## config.mk

```make
export PLATFORM = sky130hd
export DESIGN_NAME = dsss_correlator_lock_despreader_core_flat
export DESIGN_NICKNAME = d
export VERILOG_FILES = /design/src/dcld_pkg.sv /design/src/dcld_if.sv /design/src/dsss_correlator_lock_despreader_core.sv /design/src/dcld_front.sv /design/src/dcld_queue.sv /design/src/dcld_back.sv /design/src/flat_wrapper.sv
export SDC_FILE = /design/constraint.sdc
export NUM_CORES = 2
export LEC_CHECK = 0
export BUFFER_PORTS_ARGS = -buffer_cell sky130_fd_sc_hd__buf_4
export CORE_UTILIZATION = 45
export CTS_BUF_LIST = sky130_fd_sc_hd__clkbuf_8
export CTS_CLUSTER_SIZE = 8
export DETAILED_ROUTE_END_ITERATION = 12
export SYNTH_ARGS = -nofsm -noshare
export SYNTH_HDL_FRONTEND = slang
export SYNTH_SLANG_ARGS = --single-unit
export TNS_END_PERCENT = 50
```

## constraint.sdc

```tcl
create_clock -name clock -period 13.5 [get_ports clock]
set_clock_uncertainty 0.2 [all_clocks]
set_input_delay 2.7 -clock clock [delete_from_list [all_inputs] [get_ports clock]]
set_output_delay 2.7 -clock clock [all_outputs]
set_load 0.005 [all_outputs]
```

## src/dcld_pkg.sv

```systemverilog
// shared types and constants of the despreader core
// no dependencies
package dcld_pkg;

   localparam int SAMPLE_W    = 8;
   localparam int CORR_W      = 15;
   localparam int MAG_W       = 14;
   localparam int CHIP_W      = 64;
   localparam int LEN_W       = 7;
   localparam int THR_W       = 14;
   localparam int CNT_W       = 6;
   localparam int EV_W        = 2;
   localparam int CSR_IDX_W   = 2;
   localparam int CSR_DATA_W  = 64;
   localparam int LANES       = 8;
   localparam int QUEUE_DEPTH = 2;
   localparam int QPTR_W      = $clog2(QUEUE_DEPTH);
   localparam int QCNT_W      = $clog2(QUEUE_DEPTH + 1);

   localparam logic [LEN_W-1:0] CHIP_LEN_MAX = LEN_W'(CHIP_W);
   localparam logic [THR_W-1:0] LOCK_THR_RST   = THR_W'(4000);
   localparam logic [THR_W-1:0] UNLOCK_THR_RST = THR_W'(3000);

   typedef enum logic [EV_W-1:0] {
      EV_DATA = 2'd0,
      EV_LOCK = 2'd1,
      EV_LOST = 2'd2
   } event_type;

   typedef enum logic [CSR_IDX_W-1:0] {
      CSR_CHIPS      = 2'd0,
      CSR_LEN        = 2'd1,
      CSR_LOCK_THR   = 2'd2,
      CSR_UNLOCK_THR = 2'd3
   } csr_index_type;

   typedef enum logic [1:0] {
      OP_SHIFT  = 2'd0,
      OP_SEARCH = 2'd1,
      OP_CHECK  = 2'd2
   } op_type;

   typedef enum logic [1:0] {
      B_IDLE   = 2'd0,
      B_CORR   = 2'd1,
      B_DECIDE = 2'd2
   } back_state_type;

   typedef struct packed {
      logic signed [SAMPLE_W-1:0] sample;
      logic                       frame_start;
      op_type                     op;
      logic [LEN_W-1:0]           len;
   } job_type;

   typedef struct packed {
      logic valid;
      logic locked;
   } fb_type;

   typedef struct packed {
      logic [CHIP_W-1:0] chips;
      logic [THR_W-1:0]  lock_thr;
      logic [THR_W-1:0]  unlock_thr;
   } cfg_type;

endpackage

```

## src/dcld_if.sv

```systemverilog
// request and response channel interfaces of the despreader core
// depends on dcld_pkg
interface dcld_req_if import dcld_pkg::*; ();
   logic                       valid;
   logic                       ready;
   logic signed [SAMPLE_W-1:0] sample;
   logic                       frame_start;

   modport source (output valid, output sample, output frame_start, input ready);
   modport sink   (input valid, input sample, input frame_start, output ready);
endinterface

interface dcld_rsp_if import dcld_pkg::*; ();
   logic                     valid;
   logic                     ready;
   logic [EV_W-1:0]          event_res;
   logic                     data_bit;
   logic signed [CORR_W-1:0] correlation;

   modport source (output valid, output event_res, output data_bit, output correlation,
                   input ready);
   modport sink   (input valid, input event_res, input data_bit, input correlation,
                   output ready);
endinterface

```

## src/dsss_correlator_lock_despreader_core.sv

```systemverilog
// DSSS despreader: matched filter over the last code_length samples against a +/-1 chip
// pattern, with lock hysteresis. Unlocked, every sample is correlated and a lock event is
// given when |c| exceeds lock_threshold; locked, one sample in code_length is correlated and
// gives a data bit or, when |c| drops below unlock_threshold, a lock lost event. A correlated
// sample passes through the correlator, which sums 8 window taps per cycle over
// ceil(MAX_CODE_LEN/8) lane groups, and the request port stays closed from its acceptance
// until the lock decision is made, and longer while a response is held back. The user must
// write configuration through the csr port only while the block is idle; the block itself
// does not enforce this.
// depends on dcld_pkg, dcld_if, dcld_front, dcld_queue, dcld_back
module dsss_correlator_lock_despreader_core import dcld_pkg::*; #(
   parameter int MAX_CODE_LEN = 64
) (
   input  logic                  clock,
   input  logic                  reset,
   dcld_req_if.sink              req_ch,
   dcld_rsp_if.source            rsp_ch,
   input  logic                  csr_we,
   input  logic [CSR_IDX_W-1:0]  csr_index,
   input  logic [CSR_DATA_W-1:0] csr_wdata
);

   logic [CHIP_W-1:0] chip_pattern_ff;
   logic [LEN_W-1:0]  code_length_ff;
   logic [THR_W-1:0]  lock_thr_ff;
   logic [THR_W-1:0]  unlock_thr_ff;

   cfg_type cfg;
   fb_type  fb;
   job_type push_job;
   job_type head;
   logic    push;
   logic    pop;
   logic    q_full;
   logic    q_empty;

   always_ff @(posedge clock) begin
      if (reset) begin
         chip_pattern_ff <= '0;
         code_length_ff  <= CHIP_LEN_MAX;
         lock_thr_ff     <= LOCK_THR_RST;
         unlock_thr_ff   <= UNLOCK_THR_RST;
      end else if (csr_we) begin
         case (csr_index_type'(csr_index))
            CSR_CHIPS:      chip_pattern_ff <= csr_wdata[CHIP_W-1:0];
            CSR_LEN:        code_length_ff  <= csr_wdata[LEN_W-1:0];
            CSR_LOCK_THR:   lock_thr_ff     <= csr_wdata[THR_W-1:0];
            CSR_UNLOCK_THR: unlock_thr_ff   <= csr_wdata[THR_W-1:0];
            default: begin
            end
         endcase
      end
   end

   assign cfg.chips      = chip_pattern_ff;
   assign cfg.lock_thr   = lock_thr_ff;
   assign cfg.unlock_thr = unlock_thr_ff;

   dcld_front #(
      .MAX_CODE_LEN (MAX_CODE_LEN)
   ) u_front (
      .clock       (clock),
      .reset       (reset),
      .req         (req_ch),
      .code_length (code_length_ff),
      .q_full      (q_full),
      .fb          (fb),
      .push        (push),
      .job         (push_job)
   );

   dcld_queue u_queue (
      .clock    (clock),
      .reset    (reset),
      .push     (push),
      .push_job (push_job),
      .pop      (pop),
      .head     (head),
      .full     (q_full),
      .empty    (q_empty)
   );

   dcld_back #(
      .MAX_CODE_LEN (MAX_CODE_LEN)
   ) u_back (
      .clock (clock),
      .reset (reset),
      .cfg   (cfg),
      .head  (head),
      .empty (q_empty),
      .pop   (pop),
      .fb    (fb),
      .rsp   (rsp_ch)
   );

endmodule

```

## src/dcld_front.sv

```systemverilog
// front end: takes requests, tracks lock and the bit countdown, classifies each request
// depends on dcld_pkg and dcld_req_if
module dcld_front import dcld_pkg::*; #(
   parameter int MAX_CODE_LEN = 64
) (
   input  logic             clock,
   input  logic             reset,
   dcld_req_if.sink         req,
   input  logic [LEN_W-1:0] code_length,
   input  logic             q_full,
   input  fb_type           fb,
   output logic             push,
   output job_type          job
);

   logic             locked_ff, locked_in;
   logic             pending_ff, pending_in;
   logic [CNT_W-1:0] count_ff, count_in;
   logic [LEN_W-1:0] eff_len;
   logic             accept;

   always_comb begin
      if (code_length == '0) begin
         eff_len = LEN_W'(1);
      end else if (code_length > LEN_W'(MAX_CODE_LEN)) begin
         eff_len = LEN_W'(MAX_CODE_LEN);
      end else begin
         eff_len = code_length;
      end
   end

   // a correlating request holds the front until the back reports the lock outcome
   assign req.ready = !pending_ff && !q_full;
   assign accept    = req.valid && req.ready;
   assign push      = accept;

   always_comb begin
      job.sample      = req.sample;
      job.frame_start = req.frame_start;
      job.len         = eff_len;
      if (locked_ff && count_ff != '0) begin
         job.op = OP_SHIFT;
      end else if (locked_ff) begin
         job.op = OP_CHECK;
      end else begin
         job.op = OP_SEARCH;
      end
   end

   always_comb begin
      locked_in  = locked_ff;
      pending_in = pending_ff;
      count_in   = count_ff;
      if (accept) begin
         if (job.op == OP_SHIFT) begin
            count_in = count_ff - CNT_W'(1);
         end else begin
            count_in   = CNT_W'(eff_len - LEN_W'(1));
            pending_in = 1'b1;
         end
      end
      if (fb.valid) begin
         locked_in  = fb.locked;
         pending_in = 1'b0;
      end
   end

   always_ff @(posedge clock) begin
      if (reset) begin
         locked_ff  <= 1'b0;
         pending_ff <= 1'b0;
         count_ff   <= '0;
      end else begin
         locked_ff  <= locked_in;
         pending_ff <= pending_in;
         count_ff   <= count_in;
      end
   end

endmodule

```

## src/dcld_queue.sv

```systemverilog
// short job queue between the front end and the correlator back end
// depends on dcld_pkg
module dcld_queue import dcld_pkg::*; (
   input  logic    clock,
   input  logic    reset,
   input  logic    push,
   input  job_type push_job,
   input  logic    pop,
   output job_type head,
   output logic    full,
   output logic    empty
);

   job_type             entry_ff [QUEUE_DEPTH];
   logic [QPTR_W-1:0]   wr_ptr_ff, wr_ptr_in;
   logic [QPTR_W-1:0]   rd_ptr_ff, rd_ptr_in;
   logic [QCNT_W-1:0]   count_ff, count_in;

   assign head  = entry_ff[rd_ptr_ff];
   assign full  = count_ff == QCNT_W'(QUEUE_DEPTH);
   assign empty = count_ff == '0;

   always_comb begin
      wr_ptr_in = wr_ptr_ff;
      rd_ptr_in = rd_ptr_ff;
      count_in  = count_ff;
      if (push) begin
         wr_ptr_in = (wr_ptr_ff == QPTR_W'(QUEUE_DEPTH - 1)) ? '0 : wr_ptr_ff + QPTR_W'(1);
      end
      if (pop) begin
         rd_ptr_in = (rd_ptr_ff == QPTR_W'(QUEUE_DEPTH - 1)) ? '0 : rd_ptr_ff + QPTR_W'(1);
      end
      if (push && !pop) begin
         count_in = count_ff + QCNT_W'(1);
      end else if (pop && !push) begin
         count_in = count_ff - QCNT_W'(1);
      end
   end

   always_ff @(posedge clock) begin
      if (push) begin
         entry_ff[wr_ptr_ff] <= push_job;
      end
   end

   always_ff @(posedge clock) begin
      if (reset) begin
         wr_ptr_ff <= '0;
         rd_ptr_ff <= '0;
         count_ff  <= '0;
      end else begin
         wr_ptr_ff <= wr_ptr_in;
         rd_ptr_ff <= rd_ptr_in;
         count_ff  <= count_in;
      end
   end

endmodule

```

## src/dcld_back.sv

```systemverilog
// back end: sample window, lane-parallel correlator, lock decision and response register
// depends on dcld_pkg and dcld_rsp_if
module dcld_back import dcld_pkg::*; #(
   parameter int MAX_CODE_LEN = 64
) (
   input  logic     clock,
   input  logic     reset,
   input  cfg_type  cfg,
   input  job_type  head,
   input  logic     empty,
   output logic     pop,
   output fb_type   fb,
   dcld_rsp_if.source rsp
);

   localparam int GROUPS    = (MAX_CODE_LEN + LANES - 1) / LANES;
   localparam int WIN_DEPTH = GROUPS * LANES;
   localparam int GRP_W     = (GROUPS > 1) ? $clog2(GROUPS) : 1;

   back_state_type             state_ff, state_in;
   logic signed [SAMPLE_W-1:0] window_ff [WIN_DEPTH];
   logic signed [SAMPLE_W-1:0] window_in [WIN_DEPTH];
   logic [GRP_W-1:0]           grp_ff, grp_in;
   logic signed [CORR_W-1:0]   acc_ff, acc_in;
   logic [CHIP_W-1:0]          chips_ff, chips_in;
   logic [LEN_W-1:0]           remain_ff, remain_in;
   op_type                     op_ff, op_in;

   logic                       rsp_valid_ff, rsp_valid_in;
   event_type                  ev_ff, ev_in;
   logic                       bit_ff, bit_in;
   logic signed [CORR_W-1:0]   corr_ff, corr_in;

   logic signed [CORR_W-1:0]   lane_sum;
   logic signed [CORR_W-1:0]   term;
   logic signed [CORR_W-1:0]   mag_s;
   logic [MAG_W-1:0]           mag;
   logic                       out_free;
   logic                       emit;
   logic                       new_locked;
   event_type                  dec_ev;
   logic                       dec_bit;

   assign rsp.valid       = rsp_valid_ff;
   assign rsp.event_res   = ev_ff;
   assign rsp.data_bit    = bit_ff;
   assign rsp.correlation = corr_ff;
   assign out_free        = !rsp_valid_ff || rsp.ready;

   // lanes see window taps 0..LANES-1, chip for lane j sits at the top of the aligned pattern
   always_comb begin
      lane_sum = '0;
      term     = '0;
      for (int j = 0; j < LANES; j++) begin
         if (LEN_W'(j) < remain_ff) begin
            term = CORR_W'(window_ff[j]);
            if (chips_ff[CHIP_W-1-j]) begin
               lane_sum = lane_sum + term;
            end else begin
               lane_sum = lane_sum - term;
            end
         end
      end
   end

   always_comb begin
      mag_s      = acc_ff[CORR_W-1] ? -acc_ff : acc_ff;
      mag        = mag_s[MAG_W-1:0];
      emit       = 1'b0;
      new_locked = 1'b0;
      dec_ev     = EV_DATA;
      dec_bit    = 1'b0;
      case (op_ff)
         OP_SEARCH: begin
            emit       = mag > cfg.lock_thr;
            new_locked = emit;
            dec_ev     = EV_LOCK;
         end
         OP_CHECK: begin
            emit = 1'b1;
            if (mag < cfg.unlock_thr) begin
               dec_ev     = EV_LOST;
               new_locked = 1'b0;
            end else begin
               dec_ev     = EV_DATA;
               new_locked = 1'b1;
               dec_bit    = !acc_ff[CORR_W-1] && acc_ff != '0;
            end
         end
         default: begin
            emit = 1'b0;
         end
      endcase
   end

   always_comb begin
      state_in     = state_ff;
      window_in    = window_ff;
      grp_in       = grp_ff;
      acc_in       = acc_ff;
      chips_in     = chips_ff;
      remain_in    = remain_ff;
      op_in        = op_ff;
      rsp_valid_in = rsp_valid_ff && !rsp.ready;
      ev_in        = ev_ff;
      bit_in       = bit_ff;
      corr_in      = corr_ff;
      pop          = 1'b0;
      fb           = '0;
      case (state_ff)
         B_IDLE: begin
            if (!empty) begin
               pop = 1'b1;
               for (int k = 0; k < WIN_DEPTH; k++) begin
                  if (k == 0) begin
                     window_in[k] = head.sample;
                  end else if (head.frame_start) begin
                     window_in[k] = '0;
                  end else begin
                     window_in[k] = window_ff[k-1];
                  end
               end
               if (head.op != OP_SHIFT) begin
                  state_in  = B_CORR;
                  grp_in    = '0;
                  acc_in    = '0;
                  chips_in  = cfg.chips << (CHIP_LEN_MAX - head.len);
                  remain_in = head.len;
                  op_in     = head.op;
               end
            end
         end
         B_CORR: begin
            acc_in    = acc_ff + lane_sum;
            chips_in  = chips_ff << LANES;
            remain_in = (remain_ff > LEN_W'(LANES)) ? remain_ff - LEN_W'(LANES) : '0;
            // the ring turns by one lane group per cycle and is back in place after the pass
            for (int k = 0; k < WIN_DEPTH; k++) begin
               if (k + LANES < WIN_DEPTH) begin
                  window_in[k] = window_ff[k + LANES];
               end else begin
                  window_in[k] = window_ff[k + LANES - WIN_DEPTH];
               end
            end
            if (grp_ff == GRP_W'(GROUPS - 1)) begin
               state_in = B_DECIDE;
            end else begin
               grp_in = grp_ff + GRP_W'(1);
            end
         end
         B_DECIDE: begin
            if (!emit || out_free) begin
               fb.valid  = 1'b1;
               fb.locked = new_locked;
               state_in  = B_IDLE;
               if (emit) begin
                  rsp_valid_in = 1'b1;
                  ev_in        = dec_ev;
                  bit_in       = dec_bit;
                  corr_in      = acc_ff;
               end
            end
         end
         default: begin
            state_in = B_IDLE;
         end
      endcase
   end

   always_ff @(posedge clock) begin
      if (reset) begin
         state_ff     <= B_IDLE;
         rsp_valid_ff <= 1'b0;
         for (int k = 0; k < WIN_DEPTH; k++) begin
            window_ff[k] <= '0;
         end
      end else begin
         state_ff     <= state_in;
         rsp_valid_ff <= rsp_valid_in;
         window_ff    <= window_in;
      end
   end

   always_ff @(posedge clock) begin
      grp_ff    <= grp_in;
      acc_ff    <= acc_in;
      chips_ff  <= chips_in;
      remain_ff <= remain_in;
      op_ff     <= op_in;
      ev_ff     <= ev_in;
      bit_ff    <= bit_in;
      corr_ff   <= corr_in;
   end

endmodule

```

## src/flat_wrapper.sv

```systemverilog
// flat-port wrapper written by rule: the top's interface ports become plain ports
module dsss_correlator_lock_despreader_core_flat import dcld_pkg::*;
#(
   parameter int MAX_CODE_LEN = 64
)
  (clock, reset, csr_we, csr_index, csr_wdata, req_ch_valid, req_ch_sample, req_ch_frame_start, req_ch_ready, rsp_ch_valid, rsp_ch_event_res, rsp_ch_data_bit, rsp_ch_correlation, rsp_ch_ready);
  dcld_req_if req_ch_i ();
  dcld_rsp_if rsp_ch_i ();
  input  logic clock;
  input  logic reset;
  input  logic csr_we;
  input  logic [CSR_IDX_W-1:0] csr_index;
  input  logic [CSR_DATA_W-1:0] csr_wdata;
  input wire logic [$bits(req_ch_i.valid)-1:0] req_ch_valid;
  input wire logic [$bits(req_ch_i.sample)-1:0] req_ch_sample;
  input wire logic [$bits(req_ch_i.frame_start)-1:0] req_ch_frame_start;
  output wire logic [$bits(req_ch_i.ready)-1:0] req_ch_ready;
  output wire logic [$bits(rsp_ch_i.valid)-1:0] rsp_ch_valid;
  output wire logic [$bits(rsp_ch_i.event_res)-1:0] rsp_ch_event_res;
  output wire logic [$bits(rsp_ch_i.data_bit)-1:0] rsp_ch_data_bit;
  output wire logic [$bits(rsp_ch_i.correlation)-1:0] rsp_ch_correlation;
  input wire logic [$bits(rsp_ch_i.ready)-1:0] rsp_ch_ready;
  assign req_ch_i.valid = req_ch_valid;
  assign req_ch_i.sample = req_ch_sample;
  assign req_ch_i.frame_start = req_ch_frame_start;
  assign req_ch_ready = req_ch_i.ready;
  assign rsp_ch_valid = rsp_ch_i.valid;
  assign rsp_ch_event_res = rsp_ch_i.event_res;
  assign rsp_ch_data_bit = rsp_ch_i.data_bit;
  assign rsp_ch_correlation = rsp_ch_i.correlation;
  assign rsp_ch_i.ready = rsp_ch_ready;
  dsss_correlator_lock_despreader_core #(.MAX_CODE_LEN(MAX_CODE_LEN)) u_core (.clock(clock), .reset(reset), .req_ch(req_ch_i), .rsp_ch(rsp_ch_i), .csr_we(csr_we), .csr_index(csr_index), .csr_wdata(csr_wdata));
endmodule
```

==> flow_summary_export.csv <==
group,metric,value,unit
clock_network,cts.reportedPaths.clkPinSlew,0.06,ns
timing,period_share,93.56,%
critical_path,cp_common_cell,"ha_1",
route,viasPerCell,5.793,
layout,utilization,49.88,%
route,vias,37997,
clock_network,cts_root_buf,"clkbuf_8",
die,pin_count,100,
route,firstDrtPassIters,6,
hold_path,min_path_type,"reg -> reg",
clock_network,cts_num_sinks,772,
clock_network,cts_buffers,137,
critical_path,critPathArrivalTime,12.94,ns
die,die-area,96120,µm²
clock_network,ctsHoldBuffers,0,
layout,syn2layout_area_growth,9.347,%
timing,worstMarginPinSlew,1.247,ns
route,routed_wl,121600,µm
logic_synthesis,syn_nets,5580,
logic_synthesis,yosys.area.top_type_share,29.40,%
logic_synthesis,avgSynthCellArea,8.007,µm²
logic_synthesis,netlist_area,42700,µm²
route,drc,0,
critical_path,required,13.81,ns
die,die_x,310.0,µm
logic_synthesis,yosys-top-cells-count,"nor2_1, a21oi_1, dfxtp_1",
die,rows,112,
critical_path,critPathKind,"reg -> reg",
layout,nets,5446,
die,start_util,45.61,%
grt,grt_first_pass_wirelength,194300,µm
critical_path,crit_family,"compound AO/OA/AOI/OAI gates",
logic_synthesis,synth.area.top_cells,"dfxtp_1, edfxtp_1, nor2_1",
timing,drv_slew,0,
grt,antenna_found_initial,2,
die,core-area,93610,µm²
critical_path,worstSetupEndpointType,"flop",
grt,grt_pass1_vias,35647,
critical_path,cpPeakStageDelay,0.49,ns
placed_design,finalWeightedCongestion,0.8912,
route,drt_iter0_markers,3468,
layout,num-fill-cells,9322,
timing,tns,0,ns
logic_synthesis,syn-instance-count,5333,
critical_path,path_buf_inv,3,
grt,grt_max_degree,240,
timing,setup_ws,0.8698,ns
logic_synthesis,yosys_warnings,0,
timing,timing.fmax,79.18,MHz
layout,drive_above_1_share,8.528,%
timing,hold_viol_final,0,
logic_synthesis,async_flop_share,0,%
timing,fin_crit,12.63,ns
timing,rsz0062_at_grt,"false",
placed_design,io_buffers,99,
clock_network,cts_tree,"yes",
layout,final_cell_count_no_fill,6559,
logic_synthesis,yosys_register_bits,772,
grt,track_usage,24.81,%
placed_design,dpl.cell_count,6314,
die,die_y,310.0,µm
clock_network,clk_latency,0.85,ns
logic_synthesis,post-synth-top-count-cell,"nor2_1",
timing,relSlewSlack,16.85,%
logic_synthesis,ys_seq_area_share,39.59,%
placed_design,dp_hpwl,80380,µm
job,drv_cap,0,
logic_synthesis,post-synth-top-area-cell,"dfxtp_1",
critical_path,cp_max_fo,11,
logic_synthesis,ys.flop_type,"dfxtp_1",
outcome,status,"completed",
logic_synthesis,synth_cell_types,74,
clock_network,cts_buffer_depth,3,
critical_path,cp_slowest_cell,"or3b_2",
critical_path,start_kind,"flop",
grt,globalRouteOverflowTotal,0,
placed_design,dpl_worst_slack,0.6647,ns
timing,finalSetupViolCount,0,
logic_synthesis,synth_edf_count,145,
route,ant_nets,0,
clock_network,h-tree-depth,4,
route,wl_per_cell,18.54,µm
## worst register-to-register path, delay by kind of cell, from the launching register on
family | cells | cell delay (ns)
adders and majority gates | 10 | 2.98
DFF | 1 | 0.45
muxes | 2 | 0.50
AOI/OAI and AO/OA | 17 | 3.56
and+or+nand+nor | 16 | 2.96
buffers and inverters | 3 | 0.47
xor gates and xnor gates | 6 | 1.20
## cell families (layout without fill, tap and decap cells)
kind of cell | Yosys count | in the layout | share of synthesized area [%]
mux | 313 | 313 | 7.624
compound gates | 1160 | 1160 | 16.23
simple gates | 2231 | 2231 | 23.32
fa+ha+maj | 167 | 167 | 5.034
other cells | 0 | 5 | 0
buf+inv | 519 | 486 | 4.621
xor+xnor | 171 | 171 | 3.575
flops | 772 | 772 | 39.59
## timing repair
item / CTS / global route
setup buffers: 0 / 0
setup endpoints to repair: 0 / 1
resized for setup: 0 / 3
## metal layers
metal  vias up  share of wire, %  wire length [µm]  GRT usage [%]
met5         -                 0                 0              0
met3       195               4.7              5675          3.453
li1      18771                 -                 -              -
met4         0               2.2              2669          7.240
met1     18165                48             57840          35.16
met2       866                46             55410          39.08
## area by class of cell
cell class	instances	area, µm²	area share, %
diodes	5	12.51	0.02680
clock buffers	160	2202	4.716
clock inverters	80	475.5	1.018
inverters	92	352.8	0.7557
multi-input cells	4042	23970	51.34
flip-flops and latches	772	16910	36.21
well taps	1254	1569	3.360
repair buffers	154	1201	2.573
## worst paths after layout
check                                  end  depth (start not counted)  slack (ns)                        from
setup reg to reg  u_core.u_back.acc_ff[14]                         54        0.87  u_core.u_back.remain_ff[3]
hold / removal       u_core.lock_thr_ff[3]                          2        0.25       u_core.lock_thr_ff[3]
hold reg to reg      u_core.lock_thr_ff[3]                          2        0.25       u_core.lock_thr_ff[3]
setup / recovery  u_core.u_back.acc_ff[14]                         54        0.87  u_core.u_back.remain_ff[3]
## cells in the final DEF, fill, tap and decap left out, types with 46 or more instances in the layout
| cell type | instances |
|---|---|
| a21o_1 | 46 |
| a21oi_1 | 705 |
| buf_4 | 150 |
| clkbuf_8 | 160 |
| dfxtp_1 | 627 |
| edfxtp_1 | 145 |
| ha_1 | 158 |
| inv_1 | 148 |
| mux2_2 | 78 |
| mux2i_1 | 230 |
| nand2_1 | 414 |
| nand3_1 | 69 |
| nor2_1 | 1132 |
| nor3_1 | 67 |
| nor4_1 | 422 |
| o21ai_0 | 109 |
| xnor2_1 | 86 |
| xor2_1 | 79 |
## registers in the layout, summed over array words and instances (netlist names), 2 cells and up, named ones only
signal	flops
u_core.code_length_ff	7
u_core.u_back.rsp.event_res	2
u_core.u_back.remain_ff	7
u_core.u_back.state_ff	2
u_core.u_back.acc_ff	15
u_core.lock_thr_ff	14
u_core.chip_pattern_ff	64
u_core.u_queue.count_ff	2
u_core.u_back.op_ff	2
u_core.u_front.count_ff	6
u_core.u_back.rsp.correlation	15
u_core.u_back.grp_ff	3
u_core.u_back.window_ff	512
u_core.u_queue.entry_ff	36
u_core.unlock_thr_ff	14
u_core.u_back.chips_ff	64
## metrics by stage
stage               hold WS (ns)  instance area [µm²]
global route              0.2813                46690
global placement          0.2430                43990
detailed placement        0.2484                43990
finish                    0.2542                46690
floorplan                 0.2331                42700
CTS                       0.2557                46670
Power is left out: the tool's default activity adds up to more than one toggle a clock period on the data nets, which glitch-free logic cannot reach.
